**src/hw/rtl/hjkd_pkg.sv**
```systemverilog
// ----------------------------------------------------------------------------
// Headset jack and key detector package
// Shared widths, register indexes and the result word layout.
// ----------------------------------------------------------------------------
package hjkd_pkg;

  localparam int ADC_W      = 12;
  localparam int CFG_IDX_W  = 3;
  localparam int CFG_DATA_W = 12;
  localparam int IN_DATA_W  = 16;
  localparam int OUT_DATA_W = 8;

  localparam logic [CFG_IDX_W-1:0] REG_KEY_THRESHOLD     = 3'd0;
  localparam logic [CFG_IDX_W-1:0] REG_DEBOUNCE_TICKS    = 3'd1;
  localparam logic [CFG_IDX_W-1:0] REG_CLASSIFY_INTERVAL = 3'd2;
  localparam logic [CFG_IDX_W-1:0] REG_CLASSIFY_POLLS    = 3'd3;
  localparam logic [CFG_IDX_W-1:0] REG_KEY_START_DELAY   = 3'd4;
  localparam logic [CFG_IDX_W-1:0] REG_KEY_POLL_INTERVAL = 3'd5;
  localparam logic [CFG_IDX_W-1:0] REG_KEY_CONFIRM_TICKS = 3'd6;

  localparam logic [1:0] KIND_NONE      = 2'd0;
  localparam logic [1:0] KIND_HEADSET   = 2'd1;
  localparam logic [1:0] KIND_HEADPHONE = 2'd2;

  typedef struct packed {
    logic       key_updated;
    logic       jack_updated;
    logic       key_down;
    logic [1:0] jack_kind;
  } result_t;

endpackage

```
**src/hw/rtl/headset_jack_and_key_detector.sv**
```systemverilog
// ----------------------------------------------------------------------------
// Headset jack and key detector
// Debounces the jack pin, classifies headset or headphone, reports the key.
// ----------------------------------------------------------------------------
// Each word on the slave stream is one tick of the detector clock. It carries
// the jack pin level (low means a plug is in), the mic bias flag and an ADC
// sample of the mic line. Every tick yields exactly one word on the master
// stream with the current jack kind, the key state and two update flags.
// Settings are written through the cfg channel, which is always ready; they
// are meant to change only while no tick is in flight.
// A word is accepted in every cycle in which the queue has a free entry; its result
// is registered into the queue on acceptance. The tick logic is a single pass from
// the accepted word and the state registers into a two-entry result queue, which
// sets the throughput of one word per cycle while the queue is not full.
// When the master side stalls, the queue holds up to two results and s_tready
// drops only when both entries are full. Reset empties the queue, restores
// the default settings and starts a debounce wait with no jack reported.
// ----------------------------------------------------------------------------
module headset_jack_and_key_detector #(
  parameter int ADC_BITS = 12
) (
  input  logic                                clk,
  input  logic                                rst,
  input  logic                                s_tvalid,
  output logic                                s_tready,
  // [0] jack_level, [1] mic_bias_on, [13:2] adc_level, [15:14] zero
  input  logic [hjkd_pkg::IN_DATA_W-1:0]      s_tdata,
  output logic                                m_tvalid,
  input  logic                                m_tready,
  // [1:0] jack_kind, [2] key_down, [3] jack_updated, [4] key_updated, [7:5] zero
  output logic [hjkd_pkg::OUT_DATA_W-1:0]     m_tdata,
  input  logic                                cfg_valid,
  output logic                                cfg_ready,
  input  logic [hjkd_pkg::CFG_IDX_W-1:0]      cfg_index,
  input  logic [hjkd_pkg::CFG_DATA_W-1:0]     cfg_data
);
  import hjkd_pkg::*;

  logic    tick_accept;
  result_t tick_result;
  result_t head_result;

  assign tick_accept = s_tvalid && s_tready;
  assign cfg_ready   = 1'b1;

  hjkd_core #(
    .ADC_BITS(ADC_BITS)
  ) u_core (
    .clk         (clk),
    .rst         (rst),
    .tick_valid  (tick_accept),
    .jack_level  (s_tdata[0]),
    .mic_bias_on (s_tdata[1]),
    .adc_level   (s_tdata[ADC_W+1:2]),
    .cfg_valid   (cfg_valid && cfg_ready),
    .cfg_index   (cfg_index),
    .cfg_data    (cfg_data),
    .result      (tick_result)
  );

  hjkd_out_buf u_out_buf (
    .clk       (clk),
    .rst       (rst),
    .push      (tick_accept),
    .push_data (tick_result),
    .can_push  (s_tready),
    .out_valid (m_tvalid),
    .out_ready (m_tready),
    .out_data  (head_result)
  );

  assign m_tdata = {(OUT_DATA_W - $bits(result_t))'(0), head_result};

endmodule

```
**src/hw/rtl/hjkd_core.sv**
```systemverilog
// ----------------------------------------------------------------------------
// Headset jack and key detector core
// Holds the settings and the detection state and works out one tick's result.
// ----------------------------------------------------------------------------
module hjkd_core #(
  parameter int ADC_BITS = 12
) (
  input  logic                              clk,
  input  logic                              rst,
  input  logic                              tick_valid,
  input  logic                              jack_level,
  input  logic                              mic_bias_on,
  input  logic [hjkd_pkg::ADC_W-1:0]        adc_level,
  input  logic                              cfg_valid,
  input  logic [hjkd_pkg::CFG_IDX_W-1:0]    cfg_index,
  input  logic [hjkd_pkg::CFG_DATA_W-1:0]   cfg_data,
  output hjkd_pkg::result_t                 result
);
  import hjkd_pkg::*;

  localparam int USE_BITS = (ADC_BITS < ADC_W) ? ADC_BITS : ADC_W;

  typedef enum logic [1:0] {JP_WAIT, JP_SETTLE, JP_CLASSIFY, JP_IDLE} jack_phase_t;
  typedef enum logic [1:0] {KP_IDLE, KP_START, KP_PENDING, KP_RUN} key_phase_t;

  logic [11:0] key_threshold;
  logic [9:0]  debounce_ticks;
  logic [7:0]  classify_interval;
  logic [5:0]  classify_polls;
  logic [9:0]  key_start_delay;
  logic [9:0]  key_poll_interval;
  logic [7:0]  key_confirm_ticks;

  jack_phase_t jack_phase, jack_phase_next;
  logic [9:0]  jack_timer, jack_timer_next;
  logic        first_sample, first_sample_next;
  logic        stable_level, stable_level_next;
  logic [5:0]  poll_count, poll_count_next;
  logic [1:0]  kind_reg, kind_reg_next;
  logic        key_poll_on, key_poll_on_next;
  key_phase_t  key_phase, key_phase_next;
  logic [9:0]  key_timer, key_timer_next;
  logic        key_reg, key_reg_next;
  logic        jack_upd, key_upd;

  logic [ADC_W-1:0] adc_used;
  logic             adc_above;
  logic             do_classify;

  function automatic logic period_done(input logic [9:0] t, input logic [9:0] p);
    return ({1'b0, t} + 11'd1) >= {1'b0, p};
  endfunction

  function automatic logic key_hit(input logic bias, input logic lvl, input logic key_v,
                                   input logic above);
    return bias && !lvl && (key_v ? above : !above);
  endfunction

  assign adc_used  = ADC_W'(adc_level[USE_BITS-1:0]);
  assign adc_above = adc_used > key_threshold;

  always_comb begin
    jack_phase_next   = jack_phase;
    jack_timer_next   = jack_timer;
    first_sample_next = first_sample;
    stable_level_next = stable_level;
    poll_count_next   = poll_count;
    kind_reg_next     = kind_reg;
    key_poll_on_next  = key_poll_on;
    key_phase_next    = key_phase;
    key_timer_next    = key_timer;
    key_reg_next      = key_reg;
    jack_upd          = 1'b0;
    key_upd           = 1'b0;
    do_classify       = 1'b0;

    if (key_phase == KP_START) begin
      if (period_done(key_timer, key_start_delay)) begin
        key_timer_next = '0;
        key_phase_next = key_hit(mic_bias_on, jack_level, key_reg, adc_above) ?
                         KP_PENDING : KP_RUN;
      end else begin
        key_timer_next = key_timer + 10'd1;
      end
    end else if (key_phase == KP_PENDING || key_phase == KP_RUN) begin
      if (key_phase == KP_PENDING &&
          (period_done(key_timer, 10'(key_confirm_ticks)) ||
           period_done(key_timer, key_poll_interval))) begin
        if (!key_reg) begin
          if (!adc_above) begin
            key_reg_next = 1'b1;
            key_upd      = 1'b1;
          end
        end else if (mic_bias_on && adc_above) begin
          key_reg_next = 1'b0;
          key_upd      = 1'b1;
        end
        key_phase_next = KP_RUN;
      end
      if (period_done(key_timer, key_poll_interval)) begin
        key_timer_next = '0;
        key_phase_next = key_hit(mic_bias_on, jack_level, key_reg_next, adc_above) ?
                         KP_PENDING : KP_RUN;
      end else begin
        key_timer_next = key_timer + 10'd1;
      end
    end

    case (jack_phase)
      JP_WAIT: begin
        if (period_done(jack_timer, debounce_ticks)) begin
          jack_timer_next = '0;
          if (mic_bias_on) begin
            first_sample_next = jack_level;
            jack_phase_next   = JP_SETTLE;
          end
        end else begin
          jack_timer_next = jack_timer + 10'd1;
        end
      end
      JP_SETTLE: begin
        if (period_done(jack_timer, debounce_ticks)) begin
          jack_timer_next = '0;
          if (jack_level != first_sample) begin
            jack_phase_next = JP_IDLE;
          end else begin
            stable_level_next = jack_level;
            if (!jack_level) begin
              poll_count_next = '0;
              jack_phase_next = JP_CLASSIFY;
              do_classify     = 1'b1;
            end else begin
              key_poll_on_next = 1'b0;
              key_phase_next   = KP_IDLE;
              key_timer_next   = '0;
              if (key_reg_next) begin
                key_reg_next = 1'b0;
                key_upd      = 1'b1;
              end
              kind_reg_next   = KIND_NONE;
              jack_upd        = 1'b1;
              jack_phase_next = JP_IDLE;
            end
          end
        end else begin
          jack_timer_next = jack_timer + 10'd1;
        end
      end
      JP_CLASSIFY: begin
        if (period_done(jack_timer, 10'(classify_interval))) begin
          jack_timer_next = '0;
          do_classify     = 1'b1;
        end else begin
          jack_timer_next = jack_timer + 10'd1;
        end
      end
      default: begin
        jack_phase_next = JP_IDLE;
        if (jack_level != stable_level) begin
          jack_phase_next = JP_WAIT;
          jack_timer_next = '0;
        end
      end
    endcase

    if (do_classify) begin
      if (mic_bias_on && adc_above) begin
        kind_reg_next = KIND_HEADSET;
        if (!key_poll_on_next) begin
          key_poll_on_next = 1'b1;
          key_phase_next   = KP_START;
          key_timer_next   = '0;
        end
        jack_phase_next = JP_IDLE;
        jack_upd        = 1'b1;
      end else begin
        poll_count_next = poll_count_next + 6'd1;
        if (poll_count_next >= classify_polls) begin
          kind_reg_next   = KIND_HEADPHONE;
          jack_phase_next = JP_IDLE;
          jack_upd        = 1'b1;
        end
      end
    end
  end

  assign result = '{key_updated:  key_upd,
                    jack_updated: jack_upd,
                    key_down:     key_reg_next,
                    jack_kind:    kind_reg_next};

  always_ff @(posedge clk) begin
    if (rst) begin
      key_threshold     <= 12'd5;
      debounce_ticks    <= 10'd100;
      classify_interval <= 8'd10;
      classify_polls    <= 6'd10;
      key_start_delay   <= 10'd200;
      key_poll_interval <= 10'd40;
      key_confirm_ticks <= 8'd5;
    end else if (cfg_valid) begin
      case (cfg_index)
        REG_KEY_THRESHOLD:     key_threshold     <= cfg_data;
        REG_DEBOUNCE_TICKS:    debounce_ticks    <= cfg_data[9:0];
        REG_CLASSIFY_INTERVAL: classify_interval <= cfg_data[7:0];
        REG_CLASSIFY_POLLS:    classify_polls    <= cfg_data[5:0];
        REG_KEY_START_DELAY:   key_start_delay   <= cfg_data[9:0];
        REG_KEY_POLL_INTERVAL: key_poll_interval <= cfg_data[9:0];
        REG_KEY_CONFIRM_TICKS: key_confirm_ticks <= cfg_data[7:0];
        default: ;
      endcase
    end
  end

  always_ff @(posedge clk) begin
    if (rst) begin
      jack_phase   <= JP_WAIT;
      jack_timer   <= '0;
      first_sample <= 1'b0;
      stable_level <= 1'b1;
      poll_count   <= '0;
      kind_reg     <= KIND_NONE;
      key_poll_on  <= 1'b0;
      key_phase    <= KP_IDLE;
      key_timer    <= '0;
      key_reg      <= 1'b0;
    end else if (tick_valid) begin
      jack_phase   <= jack_phase_next;
      jack_timer   <= jack_timer_next;
      first_sample <= first_sample_next;
      stable_level <= stable_level_next;
      poll_count   <= poll_count_next;
      kind_reg     <= kind_reg_next;
      key_poll_on  <= key_poll_on_next;
      key_phase    <= key_phase_next;
      key_timer    <= key_timer_next;
      key_reg      <= key_reg_next;
    end
  end

endmodule

```
**src/hw/rtl/hjkd_out_buf.sv**
```systemverilog
// ----------------------------------------------------------------------------
// Headset jack and key detector output buffer
// Two-entry result queue so a new tick is taken while a result is stalled.
// ----------------------------------------------------------------------------
module hjkd_out_buf (
  input  logic              clk,
  input  logic              rst,
  input  logic              push,
  input  hjkd_pkg::result_t push_data,
  output logic              can_push,
  output logic              out_valid,
  input  logic              out_ready,
  output hjkd_pkg::result_t out_data
);
  import hjkd_pkg::*;

  result_t    entry0, entry1;
  logic [1:0] count;
  logic       pop;

  assign pop       = out_valid && out_ready;
  assign out_valid = count != 2'd0;
  assign can_push  = count != 2'd2;
  assign out_data  = entry0;

  always_ff @(posedge clk) begin
    if (rst) begin
      count <= 2'd0;
    end else begin
      case ({push, pop})
        2'b11: begin
          if (count == 2'd1) begin
            entry0 <= push_data;
          end else begin
            entry0 <= entry1;
            entry1 <= push_data;
          end
        end
        2'b10: begin
          if (count == 2'd0) begin
            entry0 <= push_data;
          end else begin
            entry1 <= push_data;
          end
          count <= count + 2'd1;
        end
        2'b01: begin
          entry0 <= entry1;
          count  <= count - 2'd1;
        end
        default: ;
      endcase
    end
  end

endmodule

```
**config.mk**
```make
export PLATFORM = sky130hd
export DESIGN_NAME = headset_jack_and_key_detector
export DESIGN_NICKNAME = d
export VERILOG_FILES = /design/src/hw/rtl/hjkd_pkg.sv /design/src/hw/rtl/headset_jack_and_key_detector.sv /design/src/hw/rtl/hjkd_core.sv /design/src/hw/rtl/hjkd_out_buf.sv
export SDC_FILE = /design/constraint.sdc
export NUM_CORES = 1
export LEC_CHECK = 0
export BUFFER_PORTS_ARGS = -buffer_cell sky130_fd_sc_hd__buf_2
export CORE_UTILIZATION = 40
export CTS_BUF_LIST = sky130_fd_sc_hd__clkbuf_8 sky130_fd_sc_hd__clkbuf_16
export DETAILED_ROUTE_END_ITERATION = 12
export PLACE_DENSITY_LB_ADDON = 0.12
export SYNTH_ARGS = -nofsm -noshare
export SYNTH_HDL_FRONTEND = slang
export SYNTH_SLANG_ARGS = --single-unit
```
**constraint.sdc**
```tcl
create_clock -name clk -period 5.87 [get_ports clk]
set_input_delay 0.8805 -clock clk [delete_from_list [all_inputs] [get_ports clk]]
set_output_delay 0.8805 -clock clk [all_outputs]
set_load 0.01 [all_outputs]
```
==> summary.txt, run 1 <==
Run status
  • Outcome: complete, no violations

Final layout
  • Diode count: 0
  • Finished Layout Cells: 1147
  • End-of-flow core utilization: 44.80%
  • Max FFs per register: 12
  • Largest reg by FF count: u_core.key_threshold
  • Share of layout cells above drive strength 1: 8.568%
  • Final nets: 1035
  • Synth-to-Final Area Change: 8.997%
  • Design Area, Final: around 8000 um2

Place
  • DP Cell Count: 1131
  • Place WS: between 900 and 1000 ps
  • IO Port Bufs: 40
  • RD Place Congestion: 0.7951
  • DP Area: 7491 um2
  • DP Wirelength: about 12 mm

Critical path
  • Data required, critical path: between 5000 and 6000 ps
  • CP top delay family: compound AO/OA/AOI/OAI gates
  • Max stage delay on crit path: 500 ps
  • Arrival time at the worst endpoint: 5040 ps
  • WS Path Type: reg2reg
  • Worst path slowest cell: or3_2
  • Worst path cell trace: nand4_2 -> or3_2 -> xnor2_1 -> ha_1 -> a21o_1 -> a21o_1 -> or2_1 -> a21o_2 -> nand4_1 -> and2_1 -> ha_1 -> nand3_1 -> xnor2_1 -> nor2_1 -> ha_1 -> a21o_1 -> a31o_2 -> o211ai_1 -> a21boi_2 -> a221oi_1 -> a21oi_1
  • Buf+Inv Stages, Crit Path: 0
  • CP Launch Type: flip-flop
  • Worst-path maximum fanout: 8
  • CP Capture Type: flip-flop

Pwr
  • Worst VDD drop: 0.1463 mV
  • Final Power: between 1.5 and 2 mW
  • Power per standard cell area: 243.6 nW/um2
  • LEAKAGE: 3.294 nW

Yosys
  • Mapped Cells: around 900
  • Post-synthesis sequential area ratio: 32.83%
  • Complex-gate fraction of the synthesized area: 19.96%
  • Cell Area, Synth: 7134 um2
  • Synth Flop Type: dfxtp_1
  • Synth unique cells: 70
  • Xor/xnor share of the synthesized area: around 3.2%
  • Async SR Flop Fraction: 0%
  • Number of synthesized flops with an enable pin: 10
  • Flops & latches, synth: 112
  • Simple-gate share of the synthesized area: 21.47%
  • Mapped Avg Cell Area: 7.954 um2
  • Multiplexer area fraction after synthesis: ~1.4%
  • Largest family of logic cells by synthesized area: simple AND/OR/NAND/NOR gates
  • Yosys warnings: 0
  • Adder-Cell Fraction of Synth Area: 14.38%

Job
  • Max Cap Viol: 0

CTS
  • Clk pin slew, worst setup/hold paths: 80 ps
  • PostCTS Resize Cnt: 0
  • H-Tree Depth: 3
  • Clk sinks: 112
  • CTS tree: yes
  • Clk_lat worst skew: 370 ps
  • Post-CTS setup buffers: 0
  • Hold_buf cts: 0
  • CTS buffer count: 9
  • Number of buffers on the longest clock path: 2
  • Root buffer cell: clkbuf_16

Global routing
  • Initial antenna violation count: 0
  • Final global-route overflow total: 0
  • Largest net degree at the start of global routing: 98
  • GRT Total Usage: 19.83%
  • Vias in the first global route: between 5000 and 6000
  • Wire length of the first global-routing pass: 28.51 mm

Timing
  • Hold_ws: between 400 and 500 ps
  • Final hold violations: 0
  • Final Max Tran Viols: 0
  • Setup-failing EPs final: 0
  • Slew of the pin with the lowest slew margin: 1053 ps
  • RSZ-0062 raised after global routing: no
  • Final worst clock skew: 11.74 ps
  • FMAX: 202.7 MHz
  • Relative slew slack: 29.80%
  • Final worst setup slack: 935.7 ps
  • Fin crit period: 4934 ps
  • Final Cycle Share: 84.06%
  • Setup TNS: 0 ps

Die
  • Die X: between 100 and 150 um
  • Std-Cell Rows: 48
  • Initial Util: 41.10%
  • Die height: between 100 and 150 um
  • Die area: roughly 18000 um2
  • Top-level I/O count: 47
  • CORE AREA: 17360 um2

Detailed routing
  • Highest Signal Layer: met4
  • Drt drc: 0
  • Routed length on met2: ~7.9 mm
  • Router iterations before antenna repair: 4
  • Final wirelength: 17.10 mm
  • Met3 routed WL: 391 um
  • Routed WL per cell: 14.91 um
  • M1 WL: 8.610 mm
  • First DRT Iteration DRCs: 341
  • Via count: 6002
  • Vias per std cell: approximately 5.2
  • ANT nets after route: 0

Worst hold path
  • Hold Path Class: reg2reg
path summary, 6_finish.rpt:
path | depth (start not counted) | slack, ps | from | end
setup / recovery | 21 | 940 | u_core.jack_timer[2] | u_out_buf.out_data[1]
hold / removal | 2 | 460 | u_core.key_threshold[4] | u_core.key_threshold[4]
setup reg to reg | 21 | 940 | u_core.jack_timer[2] | u_out_buf.out_data[1]
hold reg to reg | 2 | 460 | u_core.key_threshold[4] | u_core.key_threshold[4]
cells in the final DEF, fill, tap and decap left out, types with 4 or more instances in the layout:
cell type / n
nand2_1: 150
dfxtp_1: 102
inv_1: 84
ha_1: 82
a21oi_1: 80
nor2_1: 67
buf_2: 40
o21ai_0: 29
nand3_1: 25
a211o_1: 17
nor2b_1: 16
a31oi_1: 13
xor2_1: 13
xnor2_1: 13
a21o_1: 12
nand4_1: 12
nand2b_1: 10
edfxtp_1: 10
mux2i_1: 9
a22oi_1: 9
clkbuf_16: 9
and3_1: 7
nor3_1: 6
a22o_1: 6
o211ai_1: 6
a32o_1: 6
nand3b_1: 5
a211oi_1: 4
nor3_2: 4
nor4_1: 4
conb_1: 4
buf_4: 4
Yosys cell counts (7+ instances only):
cell type | number | area, um2
and3_1 | 7 | 43.79
nand4_1 | 12 | 75.07
mux2i_1 | 9 | 90.09
a21o_1 | 12 | 90.09
a21oi_1 | 80 | 400.4
nand2_1 | 150 | 563.0
nor2_1 | 67 | 251.5
a211o_1 | 17 | 148.9
o21ai_0 | 30 | 150.1
a31oi_1 | 13 | 81.33
nor2b_1 | 16 | 100.1
clkbuf_1 | 26 | 97.59
xnor2_1 | 13 | 113.9
dfxtp_1 | 102 | 2042
edfxtp_1 | 10 | 300.3
a22oi_1 | 9 | 67.56
nand2b_1 | 10 | 62.56
ha_1 | 82 | 1026
xor2_1 | 13 | 113.9
inv_1 | 83 | 311.6
nand3_1 | 25 | 125.1
kinds of logic (layout without fill, tap and decap cells):
| kind of cell | Yosys count | in the layout |
|---|---|---|
| and+or+nand+nor | 328 | 328 |
| AOI/OAI and AO/OA | 217 | 217 |
| buffers and inverters | 120 | 143 |
| DFF | 112 | 112 |
| adders and majority gates | 82 | 82 |
| xor gates and xnor gates | 26 | 26 |
| muxes | 10 | 10 |
| other | 2 | 4 |
power breakdown:
| part | switching, mW | internal, mW |
|---|---|---|
| sequential | 0.0242 | 0.823 |
| clock | 0.324 | 0.298 |
| combinational | 0.272 | 0.152 |
routing by layer:
metal  up-vias  global-route usage, %
met3        14                  3.143
met4         0                  4.869
met5         -                      0
li1       3149                      -
met2        62                  32.20
met1      2777                  27.24
cell type report:
| type | instances | area (um2) |
|---|---|---|
| clock buffers | 9 | 225.2 |
| clock inverters | 7 | 60.06 |
| fillers | 1783 | 9580 |
| inverters | 83 | 311.5 |
| multi-input cells | 667 | 4325 |
| flip-flops and latches | 112 | 2342 |
| well taps | 225 | 281.5 |
| repair buffers | 44 | 230.2 |
worst reg2reg max path, cell delays in order, from the launching register on:
cell      delay [ps]
dfxtp_1          480
nand4_2          170
or3_2            500
xnor2_1          180
ha_1             200
a21o_1           180
a21o_1           180
or2_1            240
a21o_2           250
nand4_1          260
and2_1           210
ha_1             250
nand3_1          120
xnor2_1          210
nor2_1            70
ha_1             190
a21o_1           170
a31o_2           230
o211ai_1         150
a21boi_2         120
a221oi_1         260
a21oi_1           70
(Power assumes the default switching activity.)
==> run 2: changes to the inputs <==
--- a/config.mk
+++ b/config.mk
@@ -5,6 +5,7 @@
 export SDC_FILE = /design/constraint.sdc
 export NUM_CORES = 1
 export LEC_CHECK = 0
+export ABC_AREA = 1
 export BUFFER_PORTS_ARGS = -buffer_cell sky130_fd_sc_hd__buf_2
 export CORE_UTILIZATION = 40
 export CTS_BUF_LIST = sky130_fd_sc_hd__clkbuf_8 sky130_fd_sc_hd__clkbuf_16
==> constraint.sdc (replaced) <==
create_clock -name clk -period 5 [get_ports clk]
set_input_delay 0.75 -clock clk [delete_from_list [all_inputs] [get_ports clk]]
set_output_delay 0.75 -clock clk [all_outputs]
set_load 0.01 [all_outputs]
==> summary.txt, run 2 <==
Pwr
  • LEAKAGE: 3.663 nW (+11%)
  • Final Power: 2.214 mW (+17%)
  • Worst VDD drop: 0.1694 mV (+16%)
  • Power per standard cell area: 281.2 nW/um2 (+15%)

Yosys
  • Complex-gate fraction of the synthesized area: 19.04% (-0.92 points)
  • Number of synthesized flops with an enable pin: 10 (unchanged)
  • Flops & latches, synth: 112 (unchanged)
  • Synth area leaders: dfxtp_1 (28%), ha_1 (14%), nand2_1 (10%)
  • Xor/xnor share of the synthesized area: 1.581% (-1.6 points)
  • Post-synthesis sequential area ratio: 32.52% (-0.31 points)
  • Largest family of logic cells by synthesized area: simple AND/OR/NAND/NOR gates
  • Commonest cells in the netlist: nand2_1 (198), inv_1 (168), a21oi_1 (109)
  • Adder-Cell Fraction of Synth Area: 14.24% (-0.14 points)
  • Mapped Cells: 1007 (+12%)
  • Share of the synthesized area in the top cell type: 28.35% (-0.27 points)
  • Cell with the most instances after synthesis: nand2_1
  • Multiplexer area fraction after synthesis: 0% (-1.4 points)
  • Mapped Avg Cell Area: 7.153 um2 (-10%)
  • Yosys warnings: 0 (unchanged)
  • Simple-gate share of the synthesized area: 21.16% (-0.31 points)
  • Cell Area, Synth: 7203 um2 (+0.96%)
  • Async SR Flop Fraction: 0% (unchanged)
  • Synth unique cells: 50 (-29%)
  • Synth Flop Type: dfxtp_1
  • Cell taking the most area after synthesis: dfxtp_1

Die
  • Die height: 136.2 um (+0.48%)
  • Die X: 136.2 um (+0.48%)
  • CORE AREA: 17420 um2 (+0.35%)
  • Die area: 18550 um2 (+0.95%)
  • Initial Util: 41.36% (+0.25 points)
  • Top-level I/O count: 47 (unchanged)
  • Std-Cell Rows: 48 (unchanged)

Final layout
  • Leading cell type in the layout, fill and taps excluded: nand2_1
  • Largest reg by FF count: u_core.key_threshold
  • Final nets: 1156 (+12%)
  • Design Area, Final: 7875 um2 (+1.3%)
  • Synth-to-Final Area Change: 9.328%
  • Diode count: 0 (unchanged)
  • Max FFs per register: 12 (unchanged)
  • Share of layout cells above drive strength 1: 9.501% (+0.93 points)
  • Most used cells in the layout excluding fill and tap cells: nand2_1 (198), inv_1 (169), a21oi_1 (109), dfxtp_1 (102), o21ai_0 (88)
  • Finished Layout Cells: 1267 (+10%)

CTS
  • Hold_buf cts: 0 (unchanged)
  • CTS buffer count: 9 (unchanged)
  • CTS tree: yes
  • Clk pin slew, worst setup/hold paths: 80 ps (about the same)
  • Root buffer cell: clkbuf_16
  • Number of buffers on the longest clock path: 2 (unchanged)
  • Clk sinks: 112 (unchanged)
  • Clk_lat worst skew: 360 ps (about the same)
  • H-Tree Depth: 3 (unchanged)

Global routing
  • Largest net degree at the start of global routing: 68 (-31%)
  • GR Util met3: 3.729% (+0.59 points)
  • Met2 Use GR: 32.85% (+0.65 points)
  • Met1 Usage GRT: 25.55% (-1.7 points)
  • Initial antenna violation count: 0 (unchanged)
  • Vias in the first global route: 5709 (+2.6%)
  • Final global-route overflow total: 0 (unchanged)
  • GRT Total Usage: 19.47% (-0.36 points)
  • Wire length of the first global-routing pass: 28.17 mm (-1.2%)
  • Grt peak-use layer: met2

Place
  • RD Place Congestion: 0.8107 (+2.0%)
  • DP Area: 7586 um2 (+1.3%)
  • DP Wirelength: 12.62 mm (+2.7%)
  • DP Cell Count: 1251 (+11%)
  • IO Port Bufs: 40 (unchanged)

Timing
  • Setup-failing EPs final: 0 (unchanged)
  • Setup TNS: 0 ps (unchanged)
  • Relative slew slack: 48.39% (+19 points)
  • RSZ-0062 raised after global routing: no
  • Slew of the pin with the lowest slew margin: 774.1 ps (-278.9 ps)
  • Fin crit period: 4519 ps (-415.3 ps)
  • Final Max Tran Viols: 0 (unchanged)
  • Final worst clock skew: 7.680 ps (-4.063 ps)
  • FMAX: 221.3 MHz (+9.2%)
  • Final Cycle Share: 90.38% (+6.3 points)
  • Final hold violations: 0 (unchanged)

Detailed routing
  • ANT nets after route: 0 (unchanged)
  • Vias per std cell: 4.902 (-6.3%)
  • Via count: 6211 (+3.5%)
  • Drt drc: 0 (unchanged)
  • First DRT Iteration DRCs: 346 (+1.5%)
  • Router iterations before antenna repair: 5 (+1)
  • Routed WL per cell: 13.46 um (-9.7%)
  • Final wirelength: 17.05 mm (-0.25%)

Job
  • Max Cap Viol: 0 (unchanged)

Critical path
  • Worst path slowest cell: dfxtp_1
  • WS Path Type: reg2reg
  • Worst-path maximum fanout: 12 (+4)
  • Data required, critical path: 5110 ps (-860 ps)
  • CP Capture Type: flip-flop
  • Arrival time at the worst endpoint: 4630 ps (-410 ps)
  • Max stage delay on crit path: 420 ps (-80 ps)
  • CP most frequent cell: nand2_1
  • CP Launch Type: flip-flop

Run status
  • Outcome: complete, no violations

Worst hold path
  • Hold Path Class: reg2reg
run 2: layout make-up:
cell class	instances	area (um2)
inverters	177	666.9
fillers	1846	9542
multi-input cells	691	4050
flip-flops and latches	112	2342
repair buffers	47	252.7
clock buffers	10	250.2
well taps	225	281.5
clock inverters	5	31.28
run 2: worst paths after layout:
path	start	slack (ps)	end	cells after the start
worst max-delay path	u_core.jack_timer[0]	480	u_out_buf.out_data[3]	31
worst min-delay path	u_core.key_confirm_ticks[5]	460	u_core.key_confirm_ticks[5]	2
worst max register to register	u_core.jack_timer[0]	480	u_out_buf.out_data[3]	31
worst min register to register	u_core.key_confirm_ticks[5]	460	u_core.key_confirm_ticks[5]	2
run 2: cells by family after synthesis:
family	count (synthesis)
flip-flops	112
AO/OA/AOI/OAI	250
AND/OR/NAND/NOR	342
other	2
XOR/XNOR	13
buffers and inverters	206
adder cells (fa/ha/maj)	82
run 2: layer usage:
metal	vias to the layer above	wire length [um]
met3	12	465
met1	2788	8397
met4	0	171
met2	61	8020
li1	3350	-
met5	-	0
run 2: what timing repair did:
action                     CTS  global route
gates resized for setup      0             0
setup endpoints to repair    0             1
buffers inserted             0             1
run 2: power breakdown:
group	switching, mW	internal [mW]
logic	0.331	0.165
registers	0.0301	0.977
clock network	0.345	0.365
run 2: critical path, delay by kind of cell, from the launching register on:
kind | cells | cell delay (ps)
AND/OR/NAND/NOR | 15 | 1520
AO/OA/AOI/OAI | 6 | 900
adder cells (fa/ha/maj) | 3 | 770
buffers and inverters | 6 | 530
flip-flops | 1 | 420
XOR/XNOR | 1 | 150
run 2: metrics by stage:
stage / worst slack, ps / utilization [%] / hold WS [ps]
detailed placement: 436.8 / 43.56 / 453.9
global placement: 498.0 / 43.56 / 447.0
finish: 481.1 / 45.22 / 460.8
floorplan: 1223 / - / 432.9
global route: 32.71 / 45.22 / 479.2
CTS: 423.1 / 45.17 / 466.1
